File: config.mk
export PLATFORM = sky130hd
export DESIGN_NAME = pbs_merge
export DESIGN_NICKNAME = d
export VERILOG_FILES = /design/src/design/pbs_pkg.sv /design/src/design/pbs_merge.sv
export SDC_FILE = /design/constraint.sdc
export NUM_CORES = 1
export LEC_CHECK = 0
export ABC_AREA = 1
export BUFFER_PORTS_ARGS = -buffer_cell sky130_fd_sc_hd__buf_2
export CORE_ASPECT_RATIO = 1.5
export CORE_UTILIZATION = 60
export CTS_BUF_LIST = sky130_fd_sc_hd__clkbuf_8
export CTS_CLUSTER_DIAMETER = 80
export DETAILED_ROUTE_END_ITERATION = 8
export PLACE_DENSITY = 0.8
export SETUP_SLACK_MARGIN = 0.1
export SLEW_MARGIN = 25
export SYNTH_ARGS = -nofsm -noshare
export SYNTH_HDL_FRONTEND = slang
export SYNTH_SLANG_ARGS = --single-unit
export TNS_END_PERCENT = 1
File: constraint.sdc
create_clock -name clk -period 6.87 [get_ports clk]
set_clock_uncertainty 0.05 [all_clocks]
set_input_delay 0.3435 -clock clk [delete_from_list [all_inputs] [get_ports clk]]
set_output_delay 0.3435 -clock clk [all_outputs]
set_load 0.02 [all_outputs]
File: src/design/pbs_pkg.sv
// Shared constants and widths for the population branch statistic pipeline.
`timescale 1ns / 1ps
package pbs_pkg;

  localparam int P_W       = 17;                // frequency, Q0.16 with room for 1.0
  localparam int N_W       = 16;                // allele count
  localparam int Q_W       = 31;                // p(1-p)/(n-1) term
  localparam int DIV_STEPS = Q_W;               // one quotient bit per stage
  localparam int DIV_LAT   = DIV_STEPS + 1;
  localparam int X_W       = 33;                // log argument
  localparam int E_W       = 6;                 // log exponent
  localparam int LOG_FB    = 30;                // log fraction bits
  localparam int M_W       = LOG_FB + 1;        // Q1.30 mantissa
  localparam int L_W       = E_W + LOG_FB;
  localparam int LOG_LAT   = LOG_FB + 2;
  localparam int NUM_W     = 35;                // signed Fst numerator
  localparam int SPLIT     = 18;                // partial product split of the log difference
  localparam int LN2_W     = 28;
  localparam int PP_W      = SPLIT + LN2_W;
  localparam int LANE_LAT  = DIV_LAT + LOG_LAT + 5;
  localparam int MERGE_LAT = 2;
  localparam int OUT_W     = 20;

  localparam logic [P_W-1:0]   FREQ_ONE = 17'h10000;
  localparam logic [LN2_W-1:0] LN2_Q28  = 28'd186065279;
  localparam logic [OUT_W-1:0] OUT_MAX  = 20'hFFFFF;

endpackage

File: src/design/pbs_merge.sv
// Merge stage: halved branch sums, clamped at zero, scaled to Q4.16 and saturated.
`timescale 1ns / 1ps
module pbs_merge import pbs_pkg::*; #(
  parameter int FRAC_BITS = 16
) (
  input  logic                 clk,
  input  logic                 en,
  input  logic [FRAC_BITS+5:0] tab,
  input  logic [FRAC_BITS+5:0] tac,
  input  logic [FRAC_BITS+5:0] tbc,
  output logic [OUT_W-1:0]     branch_a,
  output logic [OUT_W-1:0]     branch_b,
  output logic [OUT_W-1:0]     branch_c
);

  localparam int TW = FRAC_BITS + 6;
  localparam int VW = TW + 1;
  localparam int SH = FRAC_BITS - 15;

  logic [TW-1:0]    s0 [3];
  logic [TW-1:0]    s1 [3];
  logic [TW-1:0]    sub [3];
  logic [VW-1:0]    v_r [3];
  logic [OUT_W-1:0] o_r [3];

  assign s0[0] = tab; assign s1[0] = tac; assign sub[0] = tbc;
  assign s0[1] = tab; assign s1[1] = tbc; assign sub[1] = tac;
  assign s0[2] = tac; assign s1[2] = tbc; assign sub[2] = tab;

  for (genvar b = 0; b < 3; b++) begin : g_br
    logic [VW-1:0]    s, tt, v_nxt;
    logic [OUT_W-1:0] o_nxt;

    always_comb begin
      s     = {1'b0, s0[b]} + {1'b0, s1[b]};
      tt    = {1'b0, sub[b]};
      v_nxt = (s > tt) ? (s - tt) : '0;
    end

    if (SH > 0) begin : g_down
      logic [VW:0] rnd, shv;
      always_comb begin
        rnd   = {1'b0, v_r[b]} + (VW+1)'(1 << (SH - 1));
        shv   = rnd >> SH;
        o_nxt = (shv > (VW+1)'(OUT_MAX)) ? OUT_MAX : shv[OUT_W-1:0];
      end
    end else if (SH == 0) begin : g_same
      always_comb begin
        o_nxt = (v_r[b] > VW'(OUT_MAX)) ? OUT_MAX : v_r[b][OUT_W-1:0];
      end
    end else begin : g_up
      localparam int K   = -SH;
      localparam int LIM = 1048575 >> K;
      always_comb begin
        o_nxt = (v_r[b] > VW'(LIM)) ? OUT_MAX : (OUT_W'(v_r[b]) << K);
      end
    end

    always_ff @(posedge clk) begin
      if (en) begin
        v_r[b] <= v_nxt;
        o_r[b] <= o_nxt;
      end
    end
  end

  assign branch_a = o_r[0];
  assign branch_b = o_r[1];
  assign branch_c = o_r[2];

endmodule

# Word level (Yosys, flattened, before mapping)
# Memories as Yosys holds them, arrays and structs flattened.
# Index checks and enable logic that the tools add are counted.
# word_totals
elab_cells	25
latch_bits	0
mem_bits_ro	0
n_memories	2
out_inout_bits	60
input_bits	68
ram_bits	129
regBits	0
# classes
n_shift	0
add_sub_neg	9
n_eq_ne	0
bitwise_logic	0
div	0
multipliers	0
n_reduce_logical	0
magnitude_cmp	6
muxes	8
# mem_list
name	depth	width	read_ports	rd_ports_with_merged_regs	write_ports	line_no	text
v_r	3	23	3	0	3	pbs_merge.sv:23	logic [VW-1:0] v_r [3];
o_r	3	20	3	0	3	pbs_merge.sv:24	logic [OUT_W-1:0] o_r [3];
# op_table
operator	n
$add 23x1->24 const B	3
$add 22x22->23	3
$gt 23x20->1 const B	3
$gt 23x22->1	3
$mux 23	3
$sub 23x22->23	3
$mux 20	3
$mux 1	2

# Logic depth before layout (Yosys ltp)
# An unclocked memory read counts as a cell.
# depth
word_depth	4
ltp_mapped	25
depth_no_buf	24

# Worst setup path after synthesis
# No wires, ideal clock.
# synth_path
path_kind	input port to flip-flop
from	input port tab[0]
to	memory v_r[0][2] in the netlist's numbering, data pin
setup_time_ns	0.256
slack_ns	3.604
required_time_ns	6.564
arrival_ns	2.961
n_path_buf	1
cell_stages	20
path_cell_list	ha_1 -> inv_1 -> fa_1 -> inv_1 -> nand2_1 -> nand3_1 -> inv_1 -> o21ai_0 -> nand2_1 -> nand2_1 -> xor2_1 -> ha_1 -> nand2_1 -> nor2_1 -> nand3_1 -> nor4_1 -> nand3_1 -> nand2_2 -> buf_6 -> nor2_1
# synth_lines
item	line_no	text
start, declared	pbs_merge.sv:8	input logic [FRAC_BITS+5:0] tab,
end, declared	pbs_merge.sv:23	

==> flow_summary.json <==
{
  "ys_warn_count": 0,
  "power_frac_comb_pct": 53.0,
  "design_area_mm2": 0.0156,
  "synth_top_area_share_pct": 27.0,
  "cts-buffers-inserted": 17,
  "synth.top_cells.by_area": "edfxtp_1 (27%), nand2_1 (14%), ha_1 (12%)",
  "critPathRequiredTime_ps": 7000,
  "leakagePower_nw": 7.85,
  "nets": 2430,
  "finalWorstSetupSlack_ps": 3240,
  "reg2reg_from": "v_r[0][23]",
  "dpl_worst_slack_ps": 2900,
  "cts_resized": 0,
  "end_kind": "flop",
  "syn_nets": 2298,
  "final-setup-viol-count": 0,
  "root_buffer": "clkbuf_8",
  "grt_max_degree": 72,
  "syn_inst": 2089,
  "slew_viol_final": 0,
  "synth-edff-count": 129,
  "wire_per_inst_um": 16.0,
  "grt_pass1_wl_um": 64400,
  "async_reset_ff_share_pct": 0,
  "fmax_mhz": 276,
  "synthMuxAreaShare_pct": 0,
  "finalCritPeriodShare_pct": 52.8,
  "worst_pin_slew_ps": 821,
  "numPortBuffers": 127,
  "drive_above_1_share_pct": 8.73,
  "synth_fa_ha_area_share_pct": 12.6,
  "whs_ps": 362,
  "synth_area_per_cell_um2": 6.86,
  "wirelength_met1_um": 16900,
  "status": "complete, no violations",
  "dp_hpwl_um": 34900,
  "yosysTopAreaCell": "edfxtp_1",
  "seq_area_frac_synth_pct": 27.0,
  "hp-start": "tac[0]",
  "min_path_type": "in -> reg",
  "vias": 14200,
  "core.rowCount": 68,
  "synth_common_cells": "nand2_1 (528), inv_1 (337), nor2_1 (249)",
  "critPathKind": "in -> reg",
  "switchingPower_mw": 1.81,
  "swShare_pct": 45.3,
  "ys_types": 37,
  "routabilityCongestion": 1.09,
  "ant_nets": 0,
  "syn2layout_area_growth_pct": 9.16,
  "synth_ff_type": "edfxtp_1",
  "cp-start-kind": "input port",
  "yosysMostFrequentCell": "nand2_1",
  "numClockSinks": 129,
  "io_pins": 128,
  "overflow": 0,
  "worstSkewPairLatency_ps": 450,
  "dr.pass1.iters": 7,
  "place_area_mm2": 0.0153,
  "rr_endpoint": "o_r[0][35]",
  "wl_met3_um": 2070,
  "top_layer": "met4",
  "grt_pass1_vias": 13500,
  "seqPwrFrac_pct": 31.7,
  "hold_depth": 3,
  "rsz0062_at_grt": "false",
  "intPower_mw": 2.18,
  "cp_max_fo": 23,
  "vias_per_cell": 5.56,
  "initial_core_util_pct": 61.7,
  "synth_compound_area_share_pct": 9.56,
  "cts.path.max_buffers": 2,
  "ys_ff_latch": 129,
  "initialDrtViolationCount": 1156,
  "hold_buffers": 0,
  "synthSimpleGateAreaFrac_pct": 31.5,
  "p_total_mw": 3.99,
  "met2_length_um": 19800,
  "die_width_um": 128,
  "finalHoldViolCount": 0,
  "die_area_mm2": 0.0245,
  "crit_arrival_ps": 3760,
  "synthesis.area_mm2": 0.0143,
  "worstHoldEndpoint": "v_r[0][23]",
  "clkPwrFrac_pct": 15.3,
  "layout_min_cycle_time_ps": 3630,
  "wirelength_um": 40900,
  "r2r_slack_ps": 4380,
  "p_per_area_mw_per_mm2": 255,
  "fp.dieH_um": 191,
  "cap_viol_max_count": 0,
  "slew_headroom_pct": 45.2,
  "core_area_mm2": 0.0232,
  "synthXorXnorAreaFrac_pct": 9.53,
  "route.detailed.drc": 0,
  "synth_top_family_by_area": "simple AND/OR/NAND/NOR gates",
  "cts_tree": "yes",
  "final.setup.tns_ps": 0,
  "reg2regPathDepth": 8,
  "track_usage_pct": 33.8,
  "antenna_found_initial": 0,
  "peakVddDrop_uv": 143,
  "htree_levels": 4,
  "post_cts_buffers": 0,
  "clk_pin_slew_worst_paths_ps": 70
}
==> power by group through the flow <==
stage               sequential [mW]  clock (mW)  combinational [mW]
floorplan                      1.31           0                1.52
global placement               1.27           0                2.04
detailed placement             1.28           0                2.07
CTS                            1.26       0.624                2.09
global route                   1.28       0.654                2.36
finish                         1.26       0.611                2.12
==> critical path, stage by stage <==
cell and delay, ps:
buf_2 130, ha_1 340, a21oi_1 130, nand2_1 230
a21boi_0 430, o21ai_0 270, nand2_1 110, nand2_1 70
xor2_1 160, ha_1 370, nand2_1 120, nor2_1 220
nand3_1 130, nor2_1 150, nand3_1 120, nand2_2 330
nor2_1 90
==> stage by stage <==
stage | util, % | instances
after global placement | 65.7 | 2517
after floorplan | - | 2089
after global routing | 67.4 | 2549
final | 67.4 | 2550
after detailed placement | 65.7 | 2517
after CTS | 67.3 | 2549
==> state kept, by name, summed over array words and instances, names as in the netlist <==
name and cells:
v_r 69, o_r 60
==> cell families (layout without fill, tap and decap cells) <==
| logic type | Yosys count | in the layout |
|---|---|---|
| xor+xnor | 156 | 156 |
| simple gates | 1059 | 1059 |
| compound gates | 250 | 250 |
| buf+inv | 354 | 499 |
| flops | 129 | 129 |
| fa+ha+maj | 141 | 141 |
| other cells | 0 | 1 |
==> layout by cell type (no fill, tap or decap), types with 6 or more instances in the layout <==
cell type / n
nor2_1: 247
o21bai_1: 16
a21o_1: 13
inv_1: 341
nand4_1: 54
o21ai_0: 60
nor3_1: 31
nand3_1: 146
fa_1: 6
clkbuf_8: 17
nor2_2: 7
ha_1: 135
and2_1: 7
xnor2_1: 60
xor2_1: 96
buf_2: 126
edfxtp_1: 129
nand2_2: 13
a21oi_1: 138
nand2_1: 528
==> area by class of cell <==
class | count | area [µm²]
multi-input combinational | 1606 | 9070
fill | 2174 | 7580
sequential | 129 | 3870
inverter | 337 | 1260
timing repair buffer | 130 | 661
tap | 315 | 394
clock buffer | 17 | 234
clock inverter | 15 | 148
antenna | 1 | 2.50
==> how the worst max path moves through the flow <==
stage / start / end / slack [ps] / depth (start not counted)
final: tac[2] / v_r[0][52] / 3240 / 17
after global routing: tab[0] / v_r[0][45] / 2970 / 23
after CTS: tac[0] / v_r[0][52] / 3360 / 21
after detailed placement: tac[2] / v_r[0][52] / 2900 / 17
after global placement: tab[0] / v_r[0][23] / 2950 / 23
after floorplan: tab[0] / v_r[0][2] / 3600 / 20
==> metal layers <==
layer	vias to the layer above	global-route usage [%]
met3	136	3.41
met4	0	18.2
met1	6400	40.4
met2	559	59.2
li1	7089	-
met5	-	0
(Power assumes the default switching activity.)
