### src/design/pbs_pkg.sv
// Shared constants and widths for the population branch statistic pipeline.
`timescale 1ns / 1ps
package pbs_pkg;

  localparam int P_W       = 17;                // frequency, Q0.16 with room for 1.0
  localparam int N_W       = 16;                // allele count
  localparam int Q_W       = 31;                // p(1-p)/(n-1) term
  localparam int DIV_STEPS = Q_W;               // one quotient bit per stage
  localparam int DIV_LAT   = DIV_STEPS + 1;
  localparam int X_W       = 33;                // log argument
  localparam int E_W       = 6;                 // log exponent
  localparam int LOG_FB    = 30;                // log fraction bits
  localparam int M_W       = LOG_FB + 1;        // Q1.30 mantissa
  localparam int L_W       = E_W + LOG_FB;
  localparam int LOG_LAT   = LOG_FB + 2;
  localparam int NUM_W     = 35;                // signed Fst numerator
  localparam int SPLIT     = 18;                // partial product split of the log difference
  localparam int LN2_W     = 28;
  localparam int PP_W      = SPLIT + LN2_W;
  localparam int LANE_LAT  = DIV_LAT + LOG_LAT + 5;
  localparam int MERGE_LAT = 2;
  localparam int OUT_W     = 20;

  localparam logic [P_W-1:0]   FREQ_ONE = 17'h10000;
  localparam logic [LN2_W-1:0] LN2_Q28  = 28'd186065279;
  localparam logic [OUT_W-1:0] OUT_MAX  = 20'hFFFFF;

endpackage

### src/design/pbs_div.sv
// Pipelined divider forming p(1-p)/(n-1) for one population.
`timescale 1ns / 1ps
module pbs_div import pbs_pkg::*; (
  input  logic           clk,
  input  logic           en,
  input  logic [P_W-1:0] freq,
  input  logic [N_W-1:0] count,
  output logic [Q_W-1:0] term
);

  logic [P_W-1:0]   cmp;
  logic [2*P_W-1:0] prod;
  logic [Q_W-1:0]   x_r, x_nxt;
  logic [N_W-1:0]   q_r, q_nxt;

  logic [N_W-1:0] rem_r [DIV_STEPS];
  logic [Q_W-1:0] quo_r [DIV_STEPS];
  logic [Q_W-1:0] xs_r  [DIV_STEPS];
  logic [N_W-1:0] qs_r  [DIV_STEPS];

  always_comb begin
    cmp   = FREQ_ONE - freq;
    prod  = {{P_W{1'b0}}, freq} * {{P_W{1'b0}}, cmp};
    x_nxt = prod[Q_W-1:0];
    q_nxt = count - N_W'(1);
  end

  always_ff @(posedge clk) begin
    if (en) begin
      x_r <= x_nxt;
      q_r <= q_nxt;
    end
  end

  // restoring division, one quotient bit per stage
  for (genvar k = 0; k < DIV_STEPS; k++) begin : g_step
    logic [N_W-1:0] rem_in, qd_in, rem_nxt;
    logic [Q_W-1:0] x_in, quo_in, quo_nxt;
    logic [N_W:0]   trial, diff;
    logic           ge;

    if (k == 0) begin : g_first
      assign rem_in = '0;
      assign x_in   = x_r;
      assign qd_in  = q_r;
      assign quo_in = '0;
    end else begin : g_next
      assign rem_in = rem_r[k-1];
      assign x_in   = xs_r[k-1];
      assign qd_in  = qs_r[k-1];
      assign quo_in = quo_r[k-1];
    end

    always_comb begin
      trial   = {rem_in, x_in[Q_W-1-k]};
      diff    = trial - {1'b0, qd_in};
      ge      = trial >= {1'b0, qd_in};
      rem_nxt = ge ? diff[N_W-1:0] : trial[N_W-1:0];
      quo_nxt = quo_in;
      quo_nxt[Q_W-1-k] = ge;
    end

    always_ff @(posedge clk) begin
      if (en) begin
        rem_r[k] <= rem_nxt;
        quo_r[k] <= quo_nxt;
        xs_r[k]  <= x_in;
        qs_r[k]  <= qd_in;
      end
    end
  end

  assign term = quo_r[DIV_STEPS-1];

endmodule

### config.mk
export PLATFORM = sky130hd
export DESIGN_NAME = pbs_div
export DESIGN_NICKNAME = d
export VERILOG_FILES = /design/src/design/pbs_pkg.sv /design/src/design/pbs_div.sv
export SDC_FILE = /design/constraint.sdc
export NUM_CORES = 2
export LEC_CHECK = 0
export BUFFER_PORTS_ARGS = -buffer_cell sky130_fd_sc_hd__buf_4
export CORE_UTILIZATION = 39
export CTS_CLUSTER_DIAMETER = 50
export DETAILED_ROUTE_END_ITERATION = 10
export PLACE_DENSITY_LB_ADDON = 0.3
export SETUP_SLACK_MARGIN = 0.05
export SLEW_MARGIN = 25
export SYNTH_ARGS = -nofsm -noshare
export SYNTH_HDL_FRONTEND = slang
export SYNTH_SLANG_ARGS = --single-unit
### constraint.sdc
create_clock -name clk -period 8.13 [get_ports clk]
set_input_delay 0.813 -clock clk [delete_from_list [all_inputs] [get_ports clk]]
set_output_delay 0.813 -clock clk [all_outputs]
set_load 0.005 [all_outputs]
=== Word-level counts from Yosys, hierarchy flattened ===
Memories as Yosys holds them, arrays and structs flattened.
Cells that the tools add are included.

* Memory bits (read-only): 0
* Register bits: 47
* Memory bits (writable): 2914
* Input port bits: 35
* Output and inout bits: 31
* Logic and storage cells: 104
* Latch bits: 0
* Memories: 4

* Reductions and logical operators: 0
* Equal/unequal tests: 0
* Div/mod/pow operators: 0
* $lt $le $gt $ge: 31
* Shift operators: 0
* Muxes and demuxes: 33
* Add/sub/neg operators: 33
* Bitwise logic cells: 0
* $mul: 1

{| class="wikitable"
|+ Memory list
! memory !! words !! bits a word !! rd ports !! clocked after memory_dff !! write ports !! line !! source
|-
| quo_r || 31 || 31 || 31 || 0 || 31 || pbs_div.sv:17 || <nowiki>logic [Q_W-1:0] quo_r [DIV_STEPS];</nowiki>
|-
| xs_r || 31 || 31 || 30 || 0 || 31 || pbs_div.sv:18 || <nowiki>logic [Q_W-1:0] xs_r [DIV_STEPS];</nowiki>
|-
| qs_r || 31 || 16 || 30 || 0 || 31 || pbs_div.sv:19 || <nowiki>logic [N_W-1:0] qs_r [DIV_STEPS];</nowiki>
|-
| rem_r || 31 || 16 || 30 || 0 || 31 || pbs_div.sv:16 || <nowiki>logic [N_W-1:0] rem_r [DIV_STEPS];</nowiki>
|}

{| class="wikitable"
|+ Operators by type and width
! operator !! count
|-
| $ge A17 B16 Y1 || 30
|-
| $mux W16 || 31
|-
| $sub A16 B16 Y16 || 30
|-
| $mul A17 B17 Y31 || 1
|-
| $sub A17 B17 Y17 const A || 1
|-
| $ge A1 B16 Y1 || 1
|-
| $sub A1 B16 Y16 || 1
|-
| $sub A16 B1 Y16 const B || 1
|-
| $mux W1 || 2
|}

=== Logic depth before layout (Yosys ltp) ===
An unclocked memory read counts as a cell.

* Depth in word-level cells: 3
* Depth in mapped cells: 30
* Gate-level depth less buffers: 28

=== Worst setup path after synthesis ===
OpenSTA, ideal clock, no wires.

* Path kind: in2reg
* Start: input freq[0]
* End: register x_r[30] (netlist: g_step[0].x_in[30]) (data pin)
* Data required time: 7.870 ns
* Arrival: 7.416 ns
* Path buffers: 1
* Setup slack: 0.455 ns
* Cell stages on the path: 26
* Setup time: 0.260 ns
* Path through: inv_1 clkbuf_1 ha_1 nand2_1 nor3_1 nand3b_1 or3_1 xnor2_1 nand2_1 fa_1 fa_1 inv_1 fa_1 fa_1 fa_1 inv_1 fa_1 inv_1 ha_1 and3_1 nand4_1 o221ai_2 a211oi_1 o31ai_1 a31oi_1 xnor2_1

* Word-level cells in the longest chain between the ends: 2

{| class="wikitable"
|+ Ends and longest elaborated chain
! element !! line !! source
|-
| start, declared || pbs_div.sv:6 || <nowiki>input logic [P_W-1:0] freq,</nowiki>
|-
| $sub A17 B17 Y17 || pbs_div.sv:22 || <nowiki>cmp = FREQ_ONE - freq;</nowiki>
|-
| $mul A17 B17 Y31 * || pbs_div.sv:23 || <nowiki>prod = {{P_W{1'b0}}, freq} * {{P_W{1'b0}}, cmp};</nowiki>
|-
| via prod[30] || pbs_div.sv:12 || <nowiki>logic [2*P_W-1:0] prod;</nowiki>
|-
| end signal, assigned || pbs_div.sv:30 || <nowiki>x_r <= x_nxt;</nowiki>
|-
| end, declared || pbs_div.sv:13 || <nowiki>logic [Q_W-1:0] x_r, x_nxt;</nowiki>
|}

The timed path passes the listed nets; every way through them passes the cells marked *.
A chain may end at the register's enable or synchronous reset.

=== Final worst setup path ===
* Start: input freq[1]
* End: register x_r[27] (netlist: g_step[0].x_in[27]) (data pin)

The elaborated chain is that of the path after synthesis.

==> metrics <==
share of synthesized area occupied by flip-flops and latches 59.74%; CP max stage delay 550 ps; antenna violations before repair 2; clock period minus worst slack 7598 ps; die outline width 505.7 um; post-cts resize count 0; gr usage total 15.16%; number of CTS-inserted buffers 236; number of nets still failing antenna checks after routing 0; Startpoint Class input pin; clock-pin slew of the registers on the worst-case setup and hold paths 60 ps; main area contributors after synthesis edfxtp_1 60%, ha_1 7.5%, fa_1 5.1%; Initial DRC Count 3625; starting density of the core 39.28%; number of filler instances in the final layout 22750; Std-Cell Rows 184; number of endpoints with negative hold slack in the final report 0; final setup violating endpoints 0; final net count 8569; footprint of the multi-input gates 0.03509 mm^2; first drt pass iteration count 5; number of I/O pins 66; predominant post-synthesis flop cell edfxtp_1; Critical-path top delay cell nor3_1; Final Max Tran Viols 0; clock latency at the later pin of the worst-skew pair 890 ps; most numerous cell types in the synthesized netlist 1968 x edfxtp_1, 1053 x inv_1, 590 x ha_1; XOR/XNOR Fraction of Synth Area 2.293%; Hold Worst Slack 213.2 ps; library cell with the largest summed area after synthesis edfxtp_1; Arr. time, crit path 8230 ps; distinct cell type count of the synthesized netlist 90; combinational family with the most area after synthesis adder cells; Async SR Flop Fraction 0%; count of buffers from port buffering 65; layout overhead on the synthesized area 13.03%; leakage power summed over all cells 44.06 nW; clock tree skew after final layout 73.04 ps; Hold WC Path Type input pin to flop; Synthesized Nets 8310; Post-Syn Area 0.09893 mm^2; sum of routed wire length over all layers 193.4 mm; max-cap viol count 0; Final Total Pwr 0.04266 W; peak ir drop on the vdd network 0.2963 mV; max-slew headroom at the worst pin 35.96%; number of buffers inserted by post-CTS setup repair 0; via count 57010; clock root cell clkbuf_16; final RePlAce weighted congestion 0.8763; fraction of layout cells with a size suffix above 1 10.68%; pin count of the biggest net entering global routing 162; register bit total from synthesis 1968; compound-gate portion of the synthesized area 9.148%; area share of the leading cell type in the synthesized netlist 59.74%; post-detailed-route DRC marker count 0; category of the most critical setup path input pin to flop; half-perimeter wire length of the detailed placement result 138.4 mm; count of cells along the worst hold path 2; share of power burned in the clock network 24.8%; data required time of the critical path 8760 ps; fraction of the mapped netlist area in adder cells 12.54%; total of warnings raised by yosys 0; number of global-route vias before repair 58300; R2R depth 11; first-pass GRT wire length 313.6 mm; library cell with the highest instance count after synthesis edfxtp_1; synthesized area per cell 13.31 um^2; total of hold buffers inserted after clock tree synthesis 0; Vias per Instance 5.067; post-route fraction of the period consumed by the critical path 93.45%; P per Cell Area 381.5 mW/mm^2; Worst path most repeated cell fa_1; sort of element at the end of the critical path flop; share of total power in combinational logic 40.0%; outcome completed; Net Switching 0.01469 W; Clock Sinks 1968; floorplan die height 505.7 um; gr ovfl total 0; basic-gate share of the synthesized area counting and, or, nand and nor cells 8.399%; WL per Instance 17.19 um; gate count after technology mapping 7434; worst-case clock buffer depth 3; area taken by flip-flops and latches 0.05910 mm^2; mux contribution to synthesized area 3.078%; switching part of the total power 34.43%; Placeable Area 0.2519 mm^2; Seq pwr share 35.2%; Pint 0.02797 W; die area 0.2557 mm^2; count of flip-flops with a built-in enable after synthesis 1968; setup repair after global routing missed its margin no; Fmax achieved 131.6 MHz; number of levels the H-tree was split into 4; transition at the pin with the smallest max-transition slack 957.6 ps; clock tree from TritonCTS yes; Max Fanout on Critical Path 11
-- metrics by stage --
stage | instances | utilization, % | setup WS [ps] | setup TNS, ps | instance area (um^2)
4_1_cts | 11250 | 44.40 | 604.3 | 0 | 111800
3_3_place_gp | 10800 | 41.18 | -160.1 | -522.0 | 103700
5_1_grt | 11250 | 44.40 | 225.3 | 0 | 111800
6_report | 11250 | 44.40 | 532.4 | 0 | 111800
3_5_place_dp | 10800 | 41.18 | -313.2 | -1498 | 103700
2_1_floorplan | 7434 | - | 454.6 | 0 | 98930
-- state kept, by name, summed over array words and instances, names as in the netlist --
register,cells
qs_r,480
rem_r,480
quo_r,496
xs_r,465
g_step.qd_in,16
g_step.x_in,31
-- layout make-up --
type	count	area share, %
sequential	1968	52.85
multi-input combinational	4261	31.38
clock inverter	164	1.770
antenna	2	0.004476
tap	3348	3.746
timing repair buffer	157	1.184
inverter	1069	3.606
clock buffer	284	5.462
-- cell families (layout without fill, tap and decap cells) --
logic type	count (synthesis)	after routing
compound gates	1336	1336
fa+ha+maj	841	841
other cells	0	2
flops	1968	1968
simple gates	1555	1555
xor+xnor	259	259
mux	270	270
buf+inv	1205	1674
-- cells in the final DEF, fill, tap and decap left out, drive strengths merged, types with 30 or more instances in the layout --
master	netlist	layout
a211oi	92	92
mux2	208	208
o21a	72	72
o31ai	132	132
xnor2	156	156
or2	45	45
o31a	30	30
nor2b	151	151
nand4	84	84
nand2b	225	225
fa	251	251
ha	590	590
nor4	53	53
edfxtp	1968	1968
and3	57	57
xor2	103	103
nor3b	37	37
a21oi	317	317
o211ai	48	48
nor3	109	109
nand2	275	275
buf	58	157
a21o	81	81
clkbuf	78	284
clkinv	1	88
inv	1068	1096
a21boi	60	60
o21ai	314	314
nand3	209	209
and2	45	45
mux2i	62	62
nor2	219	219
-- power groups by stage --
stage | sequential [W] | clock (W) | combinational (W)
detailed placement | 0.0152 | 0 | 0.0170
global placement | 0.0152 | 0 | 0.0166
global route | 0.0152 | 0.0114 | 0.0191
floorplan | 0.0147 | 0 | 0.0130
CTS | 0.0151 | 0.0110 | 0.0171
finish | 0.0150 | 0.0106 | 0.0171
-- worst max-delay path: cells and delay by family --
kind	cells	cell delay (ps)
AND/OR/NAND/NOR	9	1930
AO/OA/AOI/OAI	3	950
adder cells (fa/ha/maj)	9	3870
buffers and inverters	8	620
-- worst paths after layout --
| check | start | end | slack [ps] |
|---|---|---|---|
| max | freq[1] | g_step[0].x_in[27] | 530 |
| min | count[0] | g_step[0].qd_in[0] | 210 |
| max reg2reg | qs_r[4][17] | rem_r[5][5] | 3900 |
| min reg2reg | xs_r[7][33] | xs_r[8][2] | 360 |
-- per-layer routing --
layer / routed length (um) / up-vias / GRT usage [%]
met4: 5133 / 0 / 4.671
met2: 93370 / 1052 / 25.60
met1: 87730 / 27990 / 20.07
li1: - / 27630 / -
met3: 7180 / 348 / 2.214
met5: 0 / - / 0
(Power assumes the default switching activity.)
